<file path="src/rtl/core/dht_pkg.sv">
// Shared types and codes for the descriptor/handle table.
// Depends on nothing; every module of the block imports it.
`default_nettype none
package dht_pkg;

    localparam int HANDLE_W = 31;
    localparam int FD_W     = 32;
    localparam int FDOUT_W  = 6;
    localparam int KIND_W   = 2;
    localparam int STATUS_W = 2;

    typedef enum logic [KIND_W-1:0] {
        KIND_OPEN   = 2'd0,
        KIND_LOOKUP = 2'd1,
        KIND_CLOSE  = 2'd2
    } t_kind;

    typedef enum logic [STATUS_W-1:0] {
        ST_OK    = 2'd0,
        ST_FULL  = 2'd1,
        ST_BADFD = 2'd2
    } t_status;

    typedef struct packed {
        logic [KIND_W-1:0]   kind;
        logic [HANDLE_W-1:0] handle_in;
        logic signed [FD_W-1:0] user_fd;
    } t_req;

    typedef struct packed {
        logic [STATUS_W-1:0] status;
        logic [FDOUT_W-1:0]  fd_out;
        logic [HANDLE_W-1:0] handle_out;
    } t_rsp;

endpackage
`default_nettype wire

</file>
<file path="src/rtl/core/descriptor_handle_table.sv">
// Top level of the descriptor/handle table: request decode and result stage.
// Depends on dht_pkg, dht_used and dht_mem.
//
// Usage:
//   A request beat is taken at a rising edge with start high and busy low.
//   kind selects open (store i_req.handle_in in the lowest free slot and
//   return FIRST_FD plus the slot), lookup (return the stored handle) or
//   close (lookup, then free the slot on success).
//   The answer appears in the cycle after the accept, for exactly one cycle,
//   flagged by o_strobe; the handle memory's registered read sets that
//   delay. busy is high during the result cycle, so no new request is taken
//   until the answer has been given.
//   In-use bits and slot allocation update at the accept edge; the handle
//   is read from memory and muxed onto o_result in the cycle after.
//   The receiver cannot stall: o_result is valid only while o_strobe is high.
//   Reset (i_rst_n low, synchronous) frees every slot and drops any request
//   in flight; the handle memory is not cleared, it is only read for slots
//   that an open has written.
`default_nettype none
module descriptor_handle_table #(
    parameter int SLOTS    = 32,
    parameter int FIRST_FD = 3
) (
    input  wire logic          i_clk,
    input  wire logic          i_rst_n,
    input  wire logic          start,
    output logic               busy,
    input  wire dht_pkg::t_req i_req,
    output logic               o_strobe,
    output dht_pkg::t_rsp      o_result
);
    import dht_pkg::*;

    localparam int SW = (SLOTS > 1) ? $clog2(SLOTS) : 1;

    logic                 w_accept;
    logic signed [FD_W:0] w_off;
    logic                 w_in_range;
    logic [SW-1:0]        w_slot;
    logic                 w_query_used;
    logic                 w_free_found;
    logic [SW-1:0]        w_free_idx;
    logic                 w_set;
    logic                 w_clr;
    logic [SW-1:0]        w_idx;
    logic [HANDLE_W-1:0]  w_rdata;

    logic                 r_busy;
    logic [STATUS_W-1:0]  r_status;
    logic [FDOUT_W-1:0]   r_fd;
    logic                 r_ret_handle;
    logic [STATUS_W-1:0]  n_status;
    logic [FDOUT_W-1:0]   n_fd;
    logic                 n_ret_handle;

    assign w_accept   = start && !r_busy;
    assign w_off      = {i_req.user_fd[FD_W-1], i_req.user_fd} - (FD_W+1)'(FIRST_FD);
    assign w_in_range = !w_off[FD_W] && (w_off < (FD_W+1)'(SLOTS));
    assign w_slot     = w_off[SW-1:0];

    dht_used #(.SLOTS(SLOTS), .SW(SW)) u_used (
        .i_clk        (i_clk),
        .i_rst_n      (i_rst_n),
        .i_set        (w_set),
        .i_clr        (w_clr),
        .i_idx        (w_idx),
        .i_query_idx  (w_slot),
        .o_query_used (w_query_used),
        .o_free_found (w_free_found),
        .o_free_idx   (w_free_idx)
    );

    dht_mem #(.SLOTS(SLOTS), .SW(SW)) u_mem (
        .i_clk   (i_clk),
        .i_we    (w_set),
        .i_waddr (w_free_idx),
        .i_wdata (i_req.handle_in),
        .i_raddr (w_slot),
        .o_rdata (w_rdata)
    );

    // decode the request beat
    always_comb begin
        w_set        = 1'b0;
        w_clr        = 1'b0;
        w_idx        = w_slot;
        n_status     = ST_BADFD;
        n_fd         = '0;
        n_ret_handle = 1'b0;
        case (t_kind'(i_req.kind))
            KIND_OPEN: begin
                w_idx = w_free_idx;
                if (w_free_found) begin
                    w_set    = w_accept;
                    n_status = ST_OK;
                    n_fd     = FDOUT_W'(FIRST_FD + int'(w_free_idx));
                end else begin
                    n_status = ST_FULL;
                end
            end
            KIND_LOOKUP, KIND_CLOSE: begin
                if (w_in_range && w_query_used) begin
                    n_status     = ST_OK;
                    n_ret_handle = 1'b1;
                    w_clr        = w_accept && (t_kind'(i_req.kind) == KIND_CLOSE);
                end
            end
            default: begin
                n_status = ST_BADFD;
            end
        endcase
    end

    always_ff @(posedge i_clk) begin
        if (!i_rst_n) begin
            r_busy <= 1'b0;
        end else begin
            r_busy <= w_accept;
        end
    end

    // hold the decoded answer until the handle read returns
    always_ff @(posedge i_clk) begin
        if (w_accept) begin
            r_status     <= n_status;
            r_fd         <= n_fd;
            r_ret_handle <= n_ret_handle;
        end
    end

    assign busy                = r_busy;
    assign o_strobe            = r_busy;
    assign o_result.status     = r_status;
    assign o_result.fd_out     = r_fd;
    assign o_result.handle_out = r_ret_handle ? w_rdata : '0;

endmodule
`default_nettype wire

</file>
<file path="src/rtl/core/dht_used.sv">
// In-use bits of the table with a lowest-free-slot priority encoder.
// Depends on dht_pkg for shared conventions.
`default_nettype none
module dht_used #(
    parameter int SLOTS = 32,
    parameter int SW    = 5
) (
    input  wire logic          i_clk,
    input  wire logic          i_rst_n,
    input  wire logic          i_set,
    input  wire logic          i_clr,
    input  wire logic [SW-1:0] i_idx,
    input  wire logic [SW-1:0] i_query_idx,
    output logic               o_query_used,
    output logic               o_free_found,
    output logic [SW-1:0]      o_free_idx
);
    import dht_pkg::*;

    logic [SLOTS-1:0] r_used;

    // scan from the top so the lowest free slot wins
    always_comb begin
        o_free_found = 1'b0;
        o_free_idx   = '0;
        for (int i = SLOTS - 1; i >= 0; i--) begin
            if (!r_used[i]) begin
                o_free_found = 1'b1;
                o_free_idx   = SW'(i);
            end
        end
    end

    assign o_query_used = r_used[i_query_idx];

    always_ff @(posedge i_clk) begin
        if (!i_rst_n) begin
            r_used <= '0;
        end else if (i_set) begin
            r_used[i_idx] <= 1'b1;
        end else if (i_clr) begin
            r_used[i_idx] <= 1'b0;
        end
    end

endmodule
`default_nettype wire

</file>
<file path="src/rtl/core/dht_mem.sv">
// Handle store: single write port, one read port with registered data.
// Depends on dht_pkg for the handle width.
`default_nettype none
module dht_mem #(
    parameter int SLOTS = 32,
    parameter int SW    = 5
) (
    input  wire logic                         i_clk,
    input  wire logic                         i_we,
    input  wire logic [SW-1:0]                i_waddr,
    input  wire logic [dht_pkg::HANDLE_W-1:0] i_wdata,
    input  wire logic [SW-1:0]                i_raddr,
    output logic      [dht_pkg::HANDLE_W-1:0] o_rdata
);
    import dht_pkg::*;

    logic [HANDLE_W-1:0] mem [SLOTS];

    always_ff @(posedge i_clk) begin
        if (i_we) begin
            mem[i_waddr] <= i_wdata;
        end
    end

    always_ff @(posedge i_clk) begin
        o_rdata <= mem[i_raddr];
    end

endmodule
`default_nettype wire
</file>
<file path="config.mk">
export PLATFORM = sky130hd
export DESIGN_NAME = descriptor_handle_table
export DESIGN_NICKNAME = d
export VERILOG_FILES = /design/src/rtl/core/dht_pkg.sv /design/src/rtl/core/descriptor_handle_table.sv /design/src/rtl/core/dht_used.sv /design/src/rtl/core/dht_mem.sv
export SDC_FILE = /design/constraint.sdc
export NUM_CORES = 1
export LEC_CHECK = 0
export BUFFER_PORTS_ARGS = -buffer_cell sky130_fd_sc_hd__buf_2
export CORE_ASPECT_RATIO = 0.8
export CORE_UTILIZATION = 40
export DETAILED_ROUTE_END_ITERATION = 8
export GPL_TIMING_DRIVEN = 0
export PLACE_DENSITY = 0.65
export SETUP_SLACK_MARGIN = 0.2
export SYNTH_ARGS = -nofsm -noshare
export SYNTH_HDL_FRONTEND = slang
export SYNTH_SLANG_ARGS = --single-unit
</file>
<file path="constraint.sdc">
create_clock -name i_clk -period 4.6 [get_ports i_clk]
set_input_delay 0.92 -clock i_clk [delete_from_list [all_inputs] [get_ports i_clk]]
set_output_delay 0.92 -clock i_clk [all_outputs]
set_load 0.005 [all_outputs]
</file>
======== Word-level counts from Yosys, hierarchy flattened ========
Memories as Yosys holds them, arrays and structs flattened. A register that Yosys moved wholly into a read port is not among the register bits.
Index checks and enable logic that the tools add are counted.
W data, S select, Z words.
word-level totals
  flip-flop bits (word level) ............. 42
  RAM bits ................................ 992
  output and inout port bits .............. 41
  memories kept ........................... 1
cells by class
  add/sub/neg operators ................... 2
  $lt $le $gt $ge ......................... 4
  eq/ne operators ......................... 2
  multiplexer cells ....................... 82
  bitwise gates (word level) .............. 3
  reductions and logical operators ........ 11
memory list
  memory     words  bits a word  rd ports  clocked after memory_dff  wr ports  RTL line       source
  u_mem.mem  32     31           1         1                         1         dht_mem.sv:17  logic [HANDLE_W-1:0] mem [SLOTS];
operator list
  kind                     count
  $mux W5                  33
  $mux W32                 2
  $mux W1                  42
  $lt A33 B7 Y1 const B    1
  $sub A32 B3 Y33 const B  1
  $and A32 B32 Y32         1
  $not A32 Y32             1
  $or A32 B32 Y32          1
  $mux W31                 1
  $lt A5 B6 Y1 const B     2
  $add A2 B5 Y6 const A    1
  $bmux W1 S5              1
  $demux W1 S5             1
  $ge A5 B1 Y1 const B     1
  $logic_and A1 B1 Y1      5
  $pmux W2 S2              1
  $eq A2 B1 Y1 const B     1
  $eq A2 B2 Y1 const B     1
  $logic_not A1 Y1         2
  $logic_not A2 Y1         1
  $mux W2                  1
  $reduce_and A2 Y1        1
  $reduce_bool A2 Y1       1
  $reduce_or A2 Y1         1

======== Logic depth before layout (Yosys ltp) ========
  word-level depth ........................ 41
  mapped depth ............................ 13
  mapped depth without buffers ............ 10

======== Cells and area by module ========
A second synthesis with hierarchy kept.
unflattened totals
  cell total of the unflattened synthesis .. 2599
  area, all modules ....................... 42519.5 um^2
by module, submodules not included
  module                   times used  cells an instance  area an instance (um^2)
  dht_mem                  1           2192               39163.8
  dht_used                 1           254                2125.8
  descriptor_handle_table  1           153                1229.9

======== Worst setup path before layout ========
Ideal clock, no wire load.
  path kind ............................... in2reg
  start ................................... input port start
  end ..................................... memory u_mem.mem[31][0] (enable)
  arrival ................................. 4531 ps
  data required time ...................... 4142 ps
  path slack .............................. -389 ps
  stages on the path ...................... 6
  path buffers ............................ 2
  path through ............................ nor2b_1 -> and3_1 -> clkbuf_1 -> buf_4 -> nand2_1 -> nor3_1
on the way
  cells in the longest elaborated chain, start to end .. 5
RTL lines
  element                        RTL line                       source
  start, declared                descriptor_handle_table.sv:26  input wire logic start,
  $logic_and A1 B1 Y1            descriptor_handle_table.sv:56  assign w_accept = start && !r_busy;
  $mux W1                        descriptor_handle_table.sv:93  if (w_free_found) begin
  $mux W1                        descriptor_handle_table.sv:90  case (t_kind'(i_req.kind))
  $mux W1                        dht_mem.sv:20                  if (i_we) begin
  $mux W1 (not written as such)  dht_mem.sv:21                  mem[i_waddr] <= i_wdata;
  end, declared                  dht_mem.sv:17
Every way passes these cells.

======== Worst setup path after layout ========
  start ................................... input port i_req[1] (netlist name)
  end ..................................... register u_mem.o_rdata[2] (netlist name) (read register of u_mem.mem)
on the way
  cells in the longest elaborated chain, start to end .. 1
RTL lines
  element          RTL line                       source
  start, declared  descriptor_handle_table.sv:28  input wire dht_pkg::t_req i_req,
  $sub A32 B3 Y33  descriptor_handle_table.sv:57  assign w_off = {i_req.user_fd[FD_W-1], i_req.user_fd} - (FD_W+1)'(FIRST_FD);
  end, declared    dht_mem.sv:13                  output logic [dht_pkg::HANDLE_W-1:0] o_rdata
Every way passes these cells.
A chain may end at the register's enable or synchronous reset.

==> impl_metrics.csv <==
group,metric,value,unit
sta,timing_worst_slew_pin_value,1311,ps
routing,dr_total_vias,21810,
power,overall_power_after_layout,20720,uW
placed_design,gp_routability_congestion,0.8848,
cts,cts_tree,"yes",
power,power.leakage,0.01546,uW
floorplan,placement_rows,106,
routing,drt_first_iter_violations,2827,
cts,max-clock-path-buffers,3,
critical_path,critPathRequiredTime,5140,ps
critical_path,worstSetupStartpointType,"primary input",
floorplan,initial_utilization,0.4033,
synthesis,ys_types,69,
critical_path,timing.critical_path.to_type,"flop",
routing,wirelength,108200,um
sta,clock.fmax,234.2,MHz
synthesis,synthesis.area_per_instance,21.36,um2
finish,post_route_cells_drive_above_1_share,0.3146,
grt,grt_use_total,0.2039,
routing,drt_drc_violations_left,0,
sta,setup_violations,0,
sta,tcrit_tclk_final,0.9284,
sta,hold_viol,0,
finish,final_cell_count_no_fill,3736,
synthesis,synth_enable_flop_cells,1001,
placed_design,place_hpwl,71040,um
synthesis,yosys_warnings,0,
sta,holdWs,615.8,ps
synthesis,synth_flop_cell,"edfxtp_1",
routing,detailed_route_vias_per_instance,5.839,
finish,flow.area_growth_from_synthesis,16.39,%
grt,grt_antenna_before_repair,14,
grt,first_global_vias,21820,
finish,post-route-util,0.4693,
synthesis,synth_async_sr_flop_share,0,
power,ir_drop,0.2791,mV
cts,cts.clk_slew.worst_paths,60,ps
placed_design,dpl_cell_area,45570,um2
synthesis,synth.cell_area,42140,um2
sta,fin_skew,37.16,ps
routing,detailedRoute.firstPassIterationCount,7,
cts,cts.sinks,1065,
synthesis,yosysMostFrequentCell,"edfxtp_1",
synthesis,synth_top_area_frac,0.7132,
cts,clock_buffer_count_from_cts,106,
grt,globalRoute.totalOverflow,0,
synthesis,post_synth_main_area_contributors,"edfxtp_1 (71%), mux4_2 (17%), dfxtp_1 (3.0%), mux2_2 (0.88%), and2_1 (0.65%)",
finish,fin_nets,2317,
synthesis,postSynthRegisterBits,1065,
grt,grt_first_pass_wirelength,155500,um
floorplan,die_width,364.9,um
synthesis,yosysSeqAreaShare,0.7436,
critical_path,criticalPathCategory,"in -> reg",
floorplan,ioPinCount,109,
sta,layout_min_cycle_time,4271,ps
synthesis,number_of_cells_produced_by_synthesis,1973,
floorplan,die-height,292.3,um
grt,grt_start_max_net_pins,33,
critical_path,critical_path_arrival,4810,ps
floorplan,design.die.area,106700,um2
cts,postCtsSetupBuffers,0,
routing,antenna_violating_nets_post_route,0,
run,max_cap_violations,0,
synthesis,netlist_top_cells_count,"edfxtp_1 (1001), mux4_2 (314), nand2_1 (68)",
cts,cts_hold_repair.buffers,0,
cts,worst_skew_pair.late_latency,680,ps
cts,clock_tree.htree_level_count,3,
finish,finish.instance_area,49050,um2
synthesis,mappedNetlistNets,2049,
power,power_density_normalized_to_cell_area,422.5,nW/um2
critical_path,cell_at_the_slowest_stage_of_the_critical_path,"clkbuf_1",
hold_path,hp_class,"reg -> reg",
routing,routed_wire_length_per_instance,28.96,um
critical_path,timing.critical_path.cells,"buf_2 -> ha_1 -> buf_2 -> clkbuf_1 -> clkbuf_1 -> mux4_2 -> mux4_2 -> mux2_2",
placed_design,buffer_ports.inserted,105,
critical_path,worst-path-max-fanout,10,
floorplan,core_area,104500,um2
outcome,status,"completed",
critical_path,timing.reg2reg.setup_slack,350,ps
sta,worst_slew_margin_rel,0.1258,
sta,maxSlewViolCount,0,
synthesis,yosysTopAreaCell,"edfxtp_1",
cts,ctsRootBufferMaster,"clkbuf_16",
sta,rsz0062_at_grt,"yes",
critical_path,timing.critical_path.slowest_cell_delay,1030,ps
placed_design,dpl.cell_count,3536,
[metal layers]
| layer | share of wire | global-route usage | routed length, um | vias up |
|---|---|---|---|---|
| met5 | 0.00069 | 0 | 75 | - |
| met2 | 0.48 | 0.3214 | 51480 | 1006 |
| met1 | 0.41 | 0.2899 | 44570 | 11670 |
| met3 | 0.087 | 0.04143 | 9462 | 171 |
| li1 | - | - | - | 8952 |
| met4 | 0.024 | 0.05288 | 2616 | 14 |
[flip-flops by register name (all words and copies together) (netlist names), named ones only]
signal,flops
r_fd,6
r_ret_handle,1
r_status,2
u_mem.o_rdata,31
busy,1
u_mem.mem,992
[cell type report]
| type | instances | area (um2) |
|---|---|---|
| inverters | 15 | 56.30 |
| fillers | 8563 | 55460 |
| multi-input cells | 788 | 10460 |
| flip-flops and latches | 1065 | 31340 |
| plain buffers | 105 | 519.2 |
| well taps | 1404 | 1757 |
| diodes | 2 | 5.005 |
| clock inverters | 66 | 598.1 |
| clock buffers | 131 | 2829 |
| repair buffers | 160 | 1481 |
[logic make-up (layout without fill, tap and decap cells)]
group           Yosys count  in the layout  synth area share
buf+inv                 120            477           0.01291
simple gates            294            294           0.03839
mux                     349            349            0.1771
flops                  1065           1065            0.7436
xor+xnor                  9              9          0.002227
fa+ha+maj                 8              8          0.002375
other cells               0              2                 0
compound gates          128            128           0.02337
[layout by cell type (no fill, tap or decap), types with 24 or more instances in the layout]
cell type     n
clkinv_1     25
clkbuf_16   108
buf_2       110
nand2_1      68
nand3_1      27
mux4_2      314
mux2_2       33
edfxtp_1   1001
a41oi_1      24
and2_1       40
clkbuf_1     82
dfxtp_1      64
nor2_1       29
[worst max-delay path: cells and delay by family]
| kind | cells | cell delay [ps] |
|---|---|---|
| buffers and inverters | 4 | 2160 |
| adders and majority gates | 1 | 440 |
| muxes | 3 | 1260 |
[where the power goes]
group          switching, uW  leakage, uW  internal [uW]
Clock                   3610      0.00168           4880
Sequential              81.3      0.00954          10700
Combinational            834      0.00424            634
Total                   4520       0.0155          16200
[worst paths after layout]
check	cells past startpoint	end	start
min reg2reg	2	flop	flop
max reg2reg	11	u_mem.mem[27][20]	flop
max	8	u_mem.o_rdata[2]	i_req[1]
min	2	flop	flop
[stage by stage]
| stage | TNS (ps) | setup WS, ps |
|---|---|---|
| final | 0 | 329.4 |
| after global routing | 0 | 172.2 |
| after CTS | 0 | 208.7 |
| after detailed placement | -47960 | -774.5 |
| after global placement | -2209790 | -4066 |
| after floorplan | -59080 | -317.6 |
[repair_timing]
item,CTS,global route
endpoints found under the setup margin,49,18
gates resized for setup,6,6
gates cloned,0,0
Note: power is estimated with default switching activity, not from simulation.
